`config.mk`:
```
export PLATFORM = sky130hd
export DESIGN_NAME = priority_ready_list_scheduler
export DESIGN_NICKNAME = d
export VERILOG_FILES = /design/src/prls_pkg.sv /design/src/priority_ready_list_scheduler.sv /design/src/prls_prio_enc.sv /design/src/prls_core.sv
export SDC_FILE = /design/constraint.sdc
export NUM_CORES = 1
export LEC_CHECK = 0
export ABC_AREA = 1
export BUFFER_PORTS_ARGS = -buffer_cell sky130_fd_sc_hd__buf_2
export CORE_ASPECT_RATIO = 1.4
export CORE_MARGIN = 8
export CORE_UTILIZATION = 40
export DETAILED_ROUTE_END_ITERATION = 10
export GPL_ROUTABILITY_DRIVEN = 0
export PLACE_DENSITY_LB_ADDON = 0.08
export SYNTH_ARGS = -nofsm -noshare
export SYNTH_HDL_FRONTEND = slang
export SYNTH_HIERARCHICAL = 1
export SYNTH_SLANG_ARGS = --single-unit
```
`constraint.sdc`:
```
create_clock -name aclk -period 10.45 [get_ports aclk]
set_input_delay 1.5675 -clock aclk [delete_from_list [all_inputs] [get_ports aclk]]
set_output_delay 1.5675 -clock aclk [all_outputs]
set_load 0.03 [all_outputs]
```
`src/prls_pkg.sv`:
```
// Shared types, opcodes and default sizes for the priority ready-list scheduler.
package prls_pkg;

    localparam int NUM_PRIO_DEF  = 32;
    localparam int NUM_TASKS_DEF = 16;

    localparam int OPCODE_W    = 3;
    localparam int TASK_ID_W   = 4;
    localparam int TASK_PRIO_W = 5;

    localparam logic [OPCODE_W-1:0] OP_INSERT   = 3'd0;
    localparam logic [OPCODE_W-1:0] OP_REMOVE   = 3'd1;
    localparam logic [OPCODE_W-1:0] OP_YIELD    = 3'd2;
    localparam logic [OPCODE_W-1:0] OP_START    = 3'd3;
    localparam logic [OPCODE_W-1:0] OP_SCHEDULE = 3'd4;

    typedef struct packed {
        logic switch_request;
        logic status;
    } op_res_t;

    typedef struct packed {
        logic                 valid;
        logic [TASK_ID_W-1:0] task_id;
    } summ_t;

endpackage

```
`src/priority_ready_list_scheduler.sv`:
```
// Top level of the priority ready-list scheduler: handshakes, pipeline and result register.
//
// The block keeps one doubly linked ready list per priority, priority 0 being
// the most urgent, and performs one operation per input item: insert, remove,
// yield, start or schedule, chosen by s_opcode. Each item yields exactly one
// result item carrying the switch request, the head of the most urgent
// nonempty list after the operation, whether any task is ready, and a status.
// Both channels use valid and ready. An item is held in an input register,
// its operation is applied to the list state as it enters the middle stage,
// and the result register is then loaded from that stage and the list
// lookup. One item is accepted per cycle while the result side keeps up;
// the operation stage and the list lookup that feeds the result register
// set that figure. When the receiver stalls, the result register holds its
// item and the stages behind it fill and then hold, with s_ready falling
// once all three are occupied. Reset empties every list, clears the running
// task and sets the running priority to 0.
module priority_ready_list_scheduler #(
    parameter int NUM_PRIO  = prls_pkg::NUM_PRIO_DEF,
    parameter int NUM_TASKS = prls_pkg::NUM_TASKS_DEF
) (
    input  logic                               aclk,
    input  logic                               aresetn,
    input  logic                               s_valid,
    output logic                               s_ready,
    input  logic [prls_pkg::OPCODE_W-1:0]      s_opcode,
    input  logic [prls_pkg::TASK_ID_W-1:0]     s_task_id,
    input  logic [prls_pkg::TASK_PRIO_W-1:0]   s_task_prio,
    output logic                               m_valid,
    input  logic                               m_ready,
    output logic                               m_switch_request,
    output logic [prls_pkg::TASK_ID_W-1:0]     m_next_task,
    output logic                               m_next_valid,
    output logic                               m_status
);

    logic                              v1_reg;
    logic                              v2_reg;
    logic                              m_valid_reg;
    logic [prls_pkg::OPCODE_W-1:0]     op_reg;
    logic [prls_pkg::TASK_ID_W-1:0]    tid_reg;
    logic [prls_pkg::TASK_PRIO_W-1:0]  tprio_reg;
    prls_pkg::op_res_t                 mid_res_reg;
    logic                              m_switch_request_reg;
    logic [prls_pkg::TASK_ID_W-1:0]    m_next_task_reg;
    logic                              m_next_valid_reg;
    logic                              m_status_reg;

    logic              accept;
    logic              adv2;
    logic              exec;
    prls_pkg::op_res_t res;
    prls_pkg::summ_t   summ;

    // The operation stage may only commit when the middle stage is empty or
    // moves on in the same cycle, since its result is read from the state it leaves.
    assign adv2    = v2_reg && (!m_valid_reg || m_ready);
    assign exec    = v1_reg && (!v2_reg || adv2);
    assign s_ready = !v1_reg || exec;
    assign accept  = s_valid && s_ready;

    prls_core #(
        .NUM_PRIO  (NUM_PRIO),
        .NUM_TASKS (NUM_TASKS)
    ) u_core (
        .aclk      (aclk),
        .aresetn   (aresetn),
        .exec      (exec),
        .opcode    (op_reg),
        .task_id   (tid_reg),
        .task_prio (tprio_reg),
        .res       (res),
        .summ      (summ)
    );

    always_ff @(posedge aclk) begin
        if (!aresetn) begin
            v1_reg      <= 1'b0;
            v2_reg      <= 1'b0;
            m_valid_reg <= 1'b0;
        end else begin
            if (accept) begin
                v1_reg <= 1'b1;
            end else if (exec) begin
                v1_reg <= 1'b0;
            end
            if (exec) begin
                v2_reg <= 1'b1;
            end else if (adv2) begin
                v2_reg <= 1'b0;
            end
            if (adv2) begin
                m_valid_reg <= 1'b1;
            end else if (m_ready) begin
                m_valid_reg <= 1'b0;
            end
        end
    end

    always_ff @(posedge aclk) begin
        if (accept) begin
            op_reg    <= s_opcode;
            tid_reg   <= s_task_id;
            tprio_reg <= s_task_prio;
        end
        if (exec) begin
            mid_res_reg <= res;
        end
        if (adv2) begin
            m_switch_request_reg <= mid_res_reg.switch_request;
            m_status_reg         <= mid_res_reg.status;
            m_next_task_reg      <= summ.task_id;
            m_next_valid_reg     <= summ.valid;
        end
    end

    assign m_valid          = m_valid_reg;
    assign m_switch_request = m_switch_request_reg;
    assign m_next_task      = m_next_task_reg;
    assign m_next_valid     = m_next_valid_reg;
    assign m_status         = m_status_reg;

    a_hold_state: assert property (@(posedge aclk) disable iff (!aresetn)
        (v2_reg && m_valid_reg && !m_ready) |-> !exec)
        else $error("List state updated while the middle stage was held.");

    a_exec_fills_mid: assert property (@(posedge aclk) disable iff (!aresetn)
        exec |=> v2_reg)
        else $error("Executed item did not reach the middle stage.");

    a_switch_done: assert property (@(posedge aclk) disable iff (!aresetn)
        (m_valid_reg && m_switch_request_reg) |-> !m_status_reg)
        else $error("Switch requested by an ignored operation.");

    a_empty_task: assert property (@(posedge aclk) disable iff (!aresetn)
        (m_valid_reg && !m_next_valid_reg) |-> (m_next_task_reg == '0))
        else $error("Next task not zero while no task is ready.");

endmodule

```
`src/prls_prio_enc.sv`:
```
// Priority encoder that finds the lowest set bit of the ready mask.
module prls_prio_enc #(
    parameter int WIDTH = prls_pkg::NUM_PRIO_DEF
) (
    input  logic [WIDTH-1:0]         req,
    output logic                     any,
    output logic [$clog2(WIDTH)-1:0] idx
);

    localparam int PW = $clog2(WIDTH);

    always_comb begin
        idx = '0;
        for (int i = WIDTH - 1; i >= 0; i--) begin
            if (req[i]) begin
                idx = PW'(i);
            end
        end
    end

    assign any = |req;

endmodule

```
`src/prls_core.sv`:
```
// Ready-list state and the single-pass update logic for one scheduler operation.
module prls_core #(
    parameter int NUM_PRIO  = prls_pkg::NUM_PRIO_DEF,
    parameter int NUM_TASKS = prls_pkg::NUM_TASKS_DEF
) (
    input  logic                                aclk,
    input  logic                                aresetn,
    input  logic                                exec,
    input  logic [prls_pkg::OPCODE_W-1:0]       opcode,
    input  logic [prls_pkg::TASK_ID_W-1:0]      task_id,
    input  logic [prls_pkg::TASK_PRIO_W-1:0]    task_prio,
    output prls_pkg::op_res_t                   res,
    output prls_pkg::summ_t                     summ
);

    localparam int PW  = $clog2(NUM_PRIO);
    localparam int TW  = $clog2(NUM_TASKS);
    localparam int LW  = TW + 1;
    localparam int CW  = $clog2(NUM_TASKS + 1);
    localparam int IDW = prls_pkg::TASK_ID_W;

    typedef logic [LW-1:0] link_t;

    localparam link_t NIL = {1'b1, {TW{1'b0}}};

    // A list is nonempty exactly when its ready bit is set, so the ready mask
    // also marks which head, tail and count entries hold meaningful values.
    logic [NUM_PRIO-1:0]  ready_mask_reg;
    logic [NUM_PRIO-1:0]  ready_mask_next;
    logic [TW-1:0]        head_reg  [NUM_PRIO];
    logic [TW-1:0]        tail_reg  [NUM_PRIO];
    logic [CW-1:0]        count_reg [NUM_PRIO];
    link_t                next_reg  [NUM_TASKS];
    link_t                prev_reg  [NUM_TASKS];
    logic [PW-1:0]        sprio_reg [NUM_TASKS];
    logic [NUM_TASKS-1:0] in_list_reg;
    logic                 run_valid_reg;
    logic [TW-1:0]        run_task_reg;
    logic [PW-1:0]        run_prio_reg;

    logic          any;
    logic [PW-1:0] hp;
    logic [TW-1:0] best_head;

    logic          is_ins, is_rem, is_yield, is_start, is_sched;
    logic          task_ok, prio_ok;
    logic [TW-1:0] t;
    logic [PW-1:0] pi;
    logic [PW-1:0] op_p;
    logic [TW-1:0] h, tl, nh, lk_addr;
    logic          ne;
    logic [CW-1:0] cnt;
    link_t         pr, nxl;
    logic          ins_tail, ins_head;
    logic          do_ins, do_rem, do_rot, do_sched, do_start;
    logic [TW-1:0] sched_head;
    logic          st;

    logic          na_en, nb_en, pa_en, pb_en;
    logic [TW-1:0] na_addr, nb_addr, pa_addr, pb_addr;
    link_t         na_data, nb_data, pa_data, pb_data;
    logic          hd_we, tl_we, cnt_we, mask_set, mask_clr, il_we, il_d;
    logic [TW-1:0] hd_d, tl_d;
    logic [CW-1:0] cnt_d;
    logic [NUM_PRIO-1:0] op_bit;

    prls_prio_enc #(
        .WIDTH (NUM_PRIO)
    ) u_enc (
        .req (ready_mask_reg),
        .any (any),
        .idx (hp)
    );

    assign best_head = head_reg[hp];

    assign is_ins   = (opcode == prls_pkg::OP_INSERT);
    assign is_rem   = (opcode == prls_pkg::OP_REMOVE);
    assign is_yield = (opcode == prls_pkg::OP_YIELD);
    assign is_start = (opcode == prls_pkg::OP_START);
    assign is_sched = (opcode == prls_pkg::OP_SCHEDULE);

    assign task_ok = (int'(task_id) < NUM_TASKS);
    assign prio_ok = (int'(task_prio) < NUM_PRIO);
    assign t       = TW'(task_id);
    assign pi      = PW'(task_prio);

    assign op_p = is_ins ? pi : (is_rem ? sprio_reg[t] : run_prio_reg);
    assign h    = head_reg[op_p];
    assign tl   = tail_reg[op_p];
    assign ne   = ready_mask_reg[op_p];
    assign cnt  = count_reg[op_p];

    assign pr      = prev_reg[t];
    assign lk_addr = is_yield ? h : t;
    assign nxl     = next_reg[lk_addr];
    assign nh      = nxl[TW-1:0];

    assign ins_tail = ne && (op_p == run_prio_reg);
    assign ins_head = ne && !ins_tail;

    assign do_ins     = is_ins && task_ok && prio_ok && !in_list_reg[t];
    assign do_rem     = is_rem && task_ok && in_list_reg[t];
    assign do_rot     = is_yield && run_valid_reg && ne && (h != tl);
    assign sched_head = (do_rot && (hp == run_prio_reg)) ? nh : best_head;
    assign do_sched   = (is_yield || is_sched) && run_valid_reg && any
                        && (sched_head != run_task_reg);
    assign do_start   = is_start && any;

    always_comb begin
        case (opcode)
            prls_pkg::OP_INSERT:   st = !do_ins;
            prls_pkg::OP_REMOVE:   st = !do_rem;
            prls_pkg::OP_YIELD:    st = !run_valid_reg;
            prls_pkg::OP_START:    st = !any;
            prls_pkg::OP_SCHEDULE: st = !run_valid_reg;
            default:               st = 1'b1;
        endcase
    end

    always_comb begin
        na_en    = 1'b0;
        nb_en    = 1'b0;
        pa_en    = 1'b0;
        pb_en    = 1'b0;
        na_addr  = t;
        nb_addr  = tl;
        pa_addr  = t;
        pb_addr  = h;
        na_data  = NIL;
        nb_data  = NIL;
        pa_data  = NIL;
        pb_data  = NIL;
        hd_we    = 1'b0;
        tl_we    = 1'b0;
        cnt_we   = 1'b0;
        hd_d     = t;
        tl_d     = t;
        cnt_d    = cnt;
        mask_set = 1'b0;
        mask_clr = 1'b0;
        il_we    = 1'b0;
        il_d     = 1'b0;
        if (do_ins) begin
            na_en    = 1'b1;
            na_addr  = t;
            na_data  = ins_head ? {1'b0, h} : NIL;
            pa_en    = 1'b1;
            pa_addr  = t;
            pa_data  = ins_tail ? {1'b0, tl} : NIL;
            if (ins_tail) begin
                nb_en   = 1'b1;
                nb_addr = tl;
                nb_data = {1'b0, t};
                tl_we   = 1'b1;
            end
            if (ins_head) begin
                pb_en   = 1'b1;
                pb_addr = h;
                pb_data = {1'b0, t};
                hd_we   = 1'b1;
            end
            if (!ne) begin
                hd_we = 1'b1;
                tl_we = 1'b1;
                cnt_d = CW'(1);
            end else begin
                cnt_d = cnt + CW'(1);
            end
            cnt_we   = 1'b1;
            mask_set = 1'b1;
            il_we    = 1'b1;
            il_d     = 1'b1;
        end else if (do_rem) begin
            if (pr[TW]) begin
                if (!nxl[TW]) begin
                    hd_we = 1'b1;
                    hd_d  = nh;
                end
            end else begin
                na_en   = 1'b1;
                na_addr = pr[TW-1:0];
                na_data = nxl;
            end
            if (nxl[TW]) begin
                if (!pr[TW]) begin
                    tl_we = 1'b1;
                    tl_d  = pr[TW-1:0];
                end
            end else begin
                pa_en   = 1'b1;
                pa_addr = nh;
                pa_data = pr;
            end
            if (pr[TW] && nxl[TW]) begin
                mask_clr = 1'b1;
            end else begin
                cnt_we = 1'b1;
                cnt_d  = (cnt != '0) ? cnt - CW'(1) : cnt;
            end
            il_we = 1'b1;
            il_d  = 1'b0;
        end else if (do_rot) begin
            pa_en   = 1'b1;
            pa_addr = nh;
            pa_data = NIL;
            hd_we   = 1'b1;
            hd_d    = nh;
            nb_en   = 1'b1;
            nb_addr = tl;
            nb_data = {1'b0, h};
            pb_en   = 1'b1;
            pb_addr = h;
            pb_data = {1'b0, tl};
            na_en   = 1'b1;
            na_addr = h;
            na_data = NIL;
            tl_we   = 1'b1;
            tl_d    = h;
        end
    end

    assign op_bit          = {{(NUM_PRIO-1){1'b0}}, 1'b1} << op_p;
    assign ready_mask_next = mask_set ? (ready_mask_reg | op_bit)
                           : mask_clr ? (ready_mask_reg & ~op_bit)
                           : ready_mask_reg;

    always_ff @(posedge aclk) begin
        if (!aresetn) begin
            ready_mask_reg <= '0;
            in_list_reg    <= '0;
            run_valid_reg  <= 1'b0;
            run_prio_reg   <= '0;
        end else if (exec) begin
            ready_mask_reg <= ready_mask_next;
            if (il_we) begin
                in_list_reg[t] <= il_d;
            end
            if (do_sched || do_start) begin
                run_valid_reg <= 1'b1;
                run_prio_reg  <= hp;
            end
        end
    end

    always_ff @(posedge aclk) begin
        if (exec) begin
            if (do_sched || do_start) begin
                run_task_reg <= sched_head;
            end
            if (do_ins) begin
                sprio_reg[t] <= pi;
            end
            if (hd_we) begin
                head_reg[op_p] <= hd_d;
            end
            if (tl_we) begin
                tail_reg[op_p] <= tl_d;
            end
            if (cnt_we) begin
                count_reg[op_p] <= cnt_d;
            end
            if (na_en) begin
                next_reg[na_addr] <= na_data;
            end
            if (nb_en) begin
                next_reg[nb_addr] <= nb_data;
            end
            if (pa_en) begin
                prev_reg[pa_addr] <= pa_data;
            end
            if (pb_en) begin
                prev_reg[pb_addr] <= pb_data;
            end
        end
    end

    assign res.switch_request = do_sched;
    assign res.status         = st;
    assign summ.valid         = any;
    assign summ.task_id       = any ? IDW'(best_head) : '0;

endmodule

```
==> flow_summary.json <==
{
  "hold_path.class": "flip-flop to flip-flop",
  "antenna_found_initial": 0,
  "clock_sinks": 578,
  "syn_nets": 3217,
  "port_buffers": 24,
  "cts_hold_repair.buffers": 0,
  "syn-cell-area_mm2": 0.0287,
  "seq_area_mm2": 0.0168,
  "grt_max_degree": 64,
  "cts-buffers-inserted": 58,
  "drcViolationCount": 0,
  "layout_setup_ws_ps": 2560,
  "grt_pass1_vias": 22900,
  "dieWidth_um": 242,
  "fillers": 6937,
  "rows": 116,
  "r2r_start": "tid_reg[0]$_DFFE_PP_",
  "grtUsageMet2_pct": 42.7,
  "synth_compound_area_share_pct": 11.7,
  "htreeDepth": 2,
  "hp-start": "mid_res_reg[1]$_DFFE_PP_",
  "end_kind": "flip-flop",
  "synthDistinctLibCells": 54,
  "yosys_register_bits": 578,
  "busiest_layer": "met2",
  "finalHoldViolations": 0,
  "wl_per_cell_um": 23.8,
  "async_flop_share_pct": 0,
  "cpPeakStageDelay_ps": 770,
  "viasPerCell": 5.58,
  "synthAdderAreaFrac_pct": 0,
  "cp_max_fo": 46,
  "wl_um": 99200,
  "setup_viol": 0,
  "pin_count": 25,
  "synth_xor_area_share_pct": 0.275,
  "syn_avg_cell_area_um2": 8.97,
  "multiInputGateArea_mm2": 0.00969,
  "grt-ovfl-total": 0,
  "insertion_delay_ps": 650,
  "cp_slowest_cell": "o21a_1",
  "clock_skew_ps": 29.3,
  "cts_buffer_depth": 3,
  "via_count": 23300,
  "critPathRequiredTime_ps": 10720,
  "min_path_cells": 0,
  "dr.pass1.iters": 6,
  "regToRegSetupSlack_ps": 2560,
  "fin_crit_ps": 7890,
  "fin_crit_sh_pct": 75.5,
  "post_cts_buffers": 0,
  "pre_cts_ws_ps": 2700,
  "die_area_mm2": 0.0807,
  "synth-simple-area-share_pct": 21.5,
  "seq_area_frac_synth_pct": 58.5,
  "layout-drive-gt1-share_pct": 8.24,
  "ant_nets": 0,
  "synth_flop_cell": "edfxtp_1",
  "p_per_area_mw_per_mm2": 164,
  "whs_endpoint": "m_switch_request$_DFFE_PP_",
  "cts_resized": 0,
  "max_freq_mhz": 127,
  "globalRouteMet3Util_pct": 2.77,
  "outcome": "completed",
  "synth_mux_area_share_pct": 0,
  "placed_cell_area_mm2": 0.0298,
  "clkTransAtPathRegs_ps": 60,
  "start_util_pct": 40.3,
  "timing.rr.end": "u_core/prev_reg[11][1]$_DFFE_PP_",
  "layout-area-overhead-vs-synth_pct": 10.5,
  "stdcell_area_mm2": 0.0317,
  "whs_ps": 432,
  "crit_type": "flip-flop to flip-flop",
  "cpMostUsedCell": "nand2_1",
  "reg2reg_depth": 32,
  "rsz0062_at_grt": "no",
  "drtIter0Drc": 2164,
  "maxSlewViolCount": 0,
  "use_met1_pct": 26.8,
  "ir_drop_mv": 0.124,
  "die_h_um": 333,
  "arrival_ps": 8170,
  "nNetsFinal": 3198,
  "start_kind": "flip-flop",
  "p_total_uw": 5190,
  "cts-root-buf": "clkbuf_16",
  "synth-edff-count": 521,
  "drv_cap": 0,
  "worst_slew_pin_slew_ps": 1210,
  "cellLeakagePower_uw": 0.0120,
  "core-area_mm2": 0.0713,
  "tns_ps": 0,
  "cts_tree": "built",
  "syn_inst": 3201,
  "maxSlewHeadroom_pct": 18.5,
  "grt.total_usage_pct": 23.8,
  "grt_pass1_wl_um": 146000,
  "yosysWarningCount": 6,
  "synth_top_family_by_area": "simple AND/OR/NAND/NOR gates",
  "hpwl_um": 70000
}
[through the flow]
step,std cells,util (%)
after floorplan,3201,-
after global placement,4066,41.8
after detailed placement,4066,41.8
after CTS,4173,44.5
after global routing,4173,44.5
final,4174,44.5
[where the power goes]
part	leakage (uW)	switching, uW	total [uW]	internal, uW
Clock	0.000937	927	2170	1240
Combinational	0.00617	371	484	113
Sequential	0.00490	11.5	2540	2520
[cell type report]
type / count / area share [%]
repair buffers: 81 / 1.73
flip-flops and latches: 578 / 52.9
well taps: 944 / 3.72
inverters: 409 / 4.93
clock inverters: 43 / 1.51
clock buffers: 64 / 4.65
multi-input cells: 2054 / 30.5
diodes: 1 / 0.00789
[synth_stat cells, types with 3 or more instances]
cell type,instances,area share [%]
nor2_4,7,0.27
buf_6,6,0.24
a22oi_1,49,1.3
inv_1,377,4.9
nand4_1,37,0.81
nor4_1,3,0.065
o21ai_0,219,3.8
dfxtp_1,57,4.0
nand2_2,7,0.15
xnor2_1,4,0.12
o2111ai_1,3,0.092
nor2_1,373,4.9
buf_2,59,1.0
buf_1,6,0.078
nand3b_1,11,0.29
o31ai_1,3,0.078
buf_4,11,0.29
edfxtp_1,521,55
nand3_1,278,4.8
o21bai_1,5,0.13
or2_2,10,0.22
o22ai_1,36,0.78
o21ai_1,112,2.0
a21oi_1,116,2.0
inv_2,24,0.31
o22a_1,10,0.31
clkbuf_1,78,1.0
o21bai_4,3,0.20
nor3_2,8,0.28
xor2_1,5,0.15
clkinv_1,6,0.078
nor3_1,18,0.31
nor2_2,10,0.22
o211ai_1,16,0.42
nand2_1,686,9.0
[critical path, delay by kind of cell, from the launching register on]
family / cells / cell delay, ps
simple gates: 16 / 3060
flops: 1 / 350
buf+inv: 8 / 1960
compound gates: 8 / 2070
[layer usage]
| layer | share of wire (%) | up-vias |
|---|---|---|
| met1 | 37 | 11200 |
| met4 | 6.9 | 0 |
| met2 | 51 | 951 |
| li1 | - | 10800 |
| met5 | 0 | - |
| met3 | 5.1 | 314 |
[cells by family after synthesis]
family | Yosys count
and+or+nand+nor | 1453
DFF | 578
buffers and inverters | 569
AOI/OAI and AO/OA | 592
xor gates and xnor gates | 9
[worst max-delay path by stage]
| stage | startpoint | end | slack, ps | cells after the start |
|---|---|---|---|---|
| 2_1_floorplan | tid_reg[0]$_DFFE_PP_ | u_core/head_reg[0][3]$_DFFE_PP_ | 5430 | 31 |
| 3_3_place_gp | tid_reg[0]$_DFFE_PP_ | u_core/prev_reg[5][4]$_DFFE_PP_ | 2730 | 32 |
| 3_5_place_dp | tid_reg[0]$_DFFE_PP_ | u_core/prev_reg[5][0]$_DFFE_PP_ | 2700 | 30 |
| 4_1_cts | tid_reg[0]$_DFFE_PP_ | u_core/prev_reg[11][1]$_DFFE_PP_ | 2660 | 32 |
| 5_1_grt | tid_reg[0]$_DFFE_PP_ | u_core/prev_reg[11][0]$_DFFE_PP_ | 1900 | 32 |
| 6_report | tid_reg[0]$_DFFE_PP_ | u_core/prev_reg[11][1]$_DFFE_PP_ | 2560 | 32 |
[placed cells by master, fill, tap and decap left out, types with 36 or more instances in the layout]
cell type | netlist | final
nand2_1 | 686 | 686
edfxtp_1 | 521 | 521
inv_1 | 377 | 377
nor2_1 | 373 | 370
nand3_1 | 278 | 278
o21ai_0 | 219 | 218
a21oi_1 | 116 | 113
o21ai_1 | 112 | 110
clkbuf_16 | 0 | 58
dfxtp_1 | 57 | 57
buf_4 | 11 | 57
a22oi_1 | 49 | 49
nand4_1 | 37 | 37
o22ai_1 | 36 | 36
(Power assumes the default switching activity.)
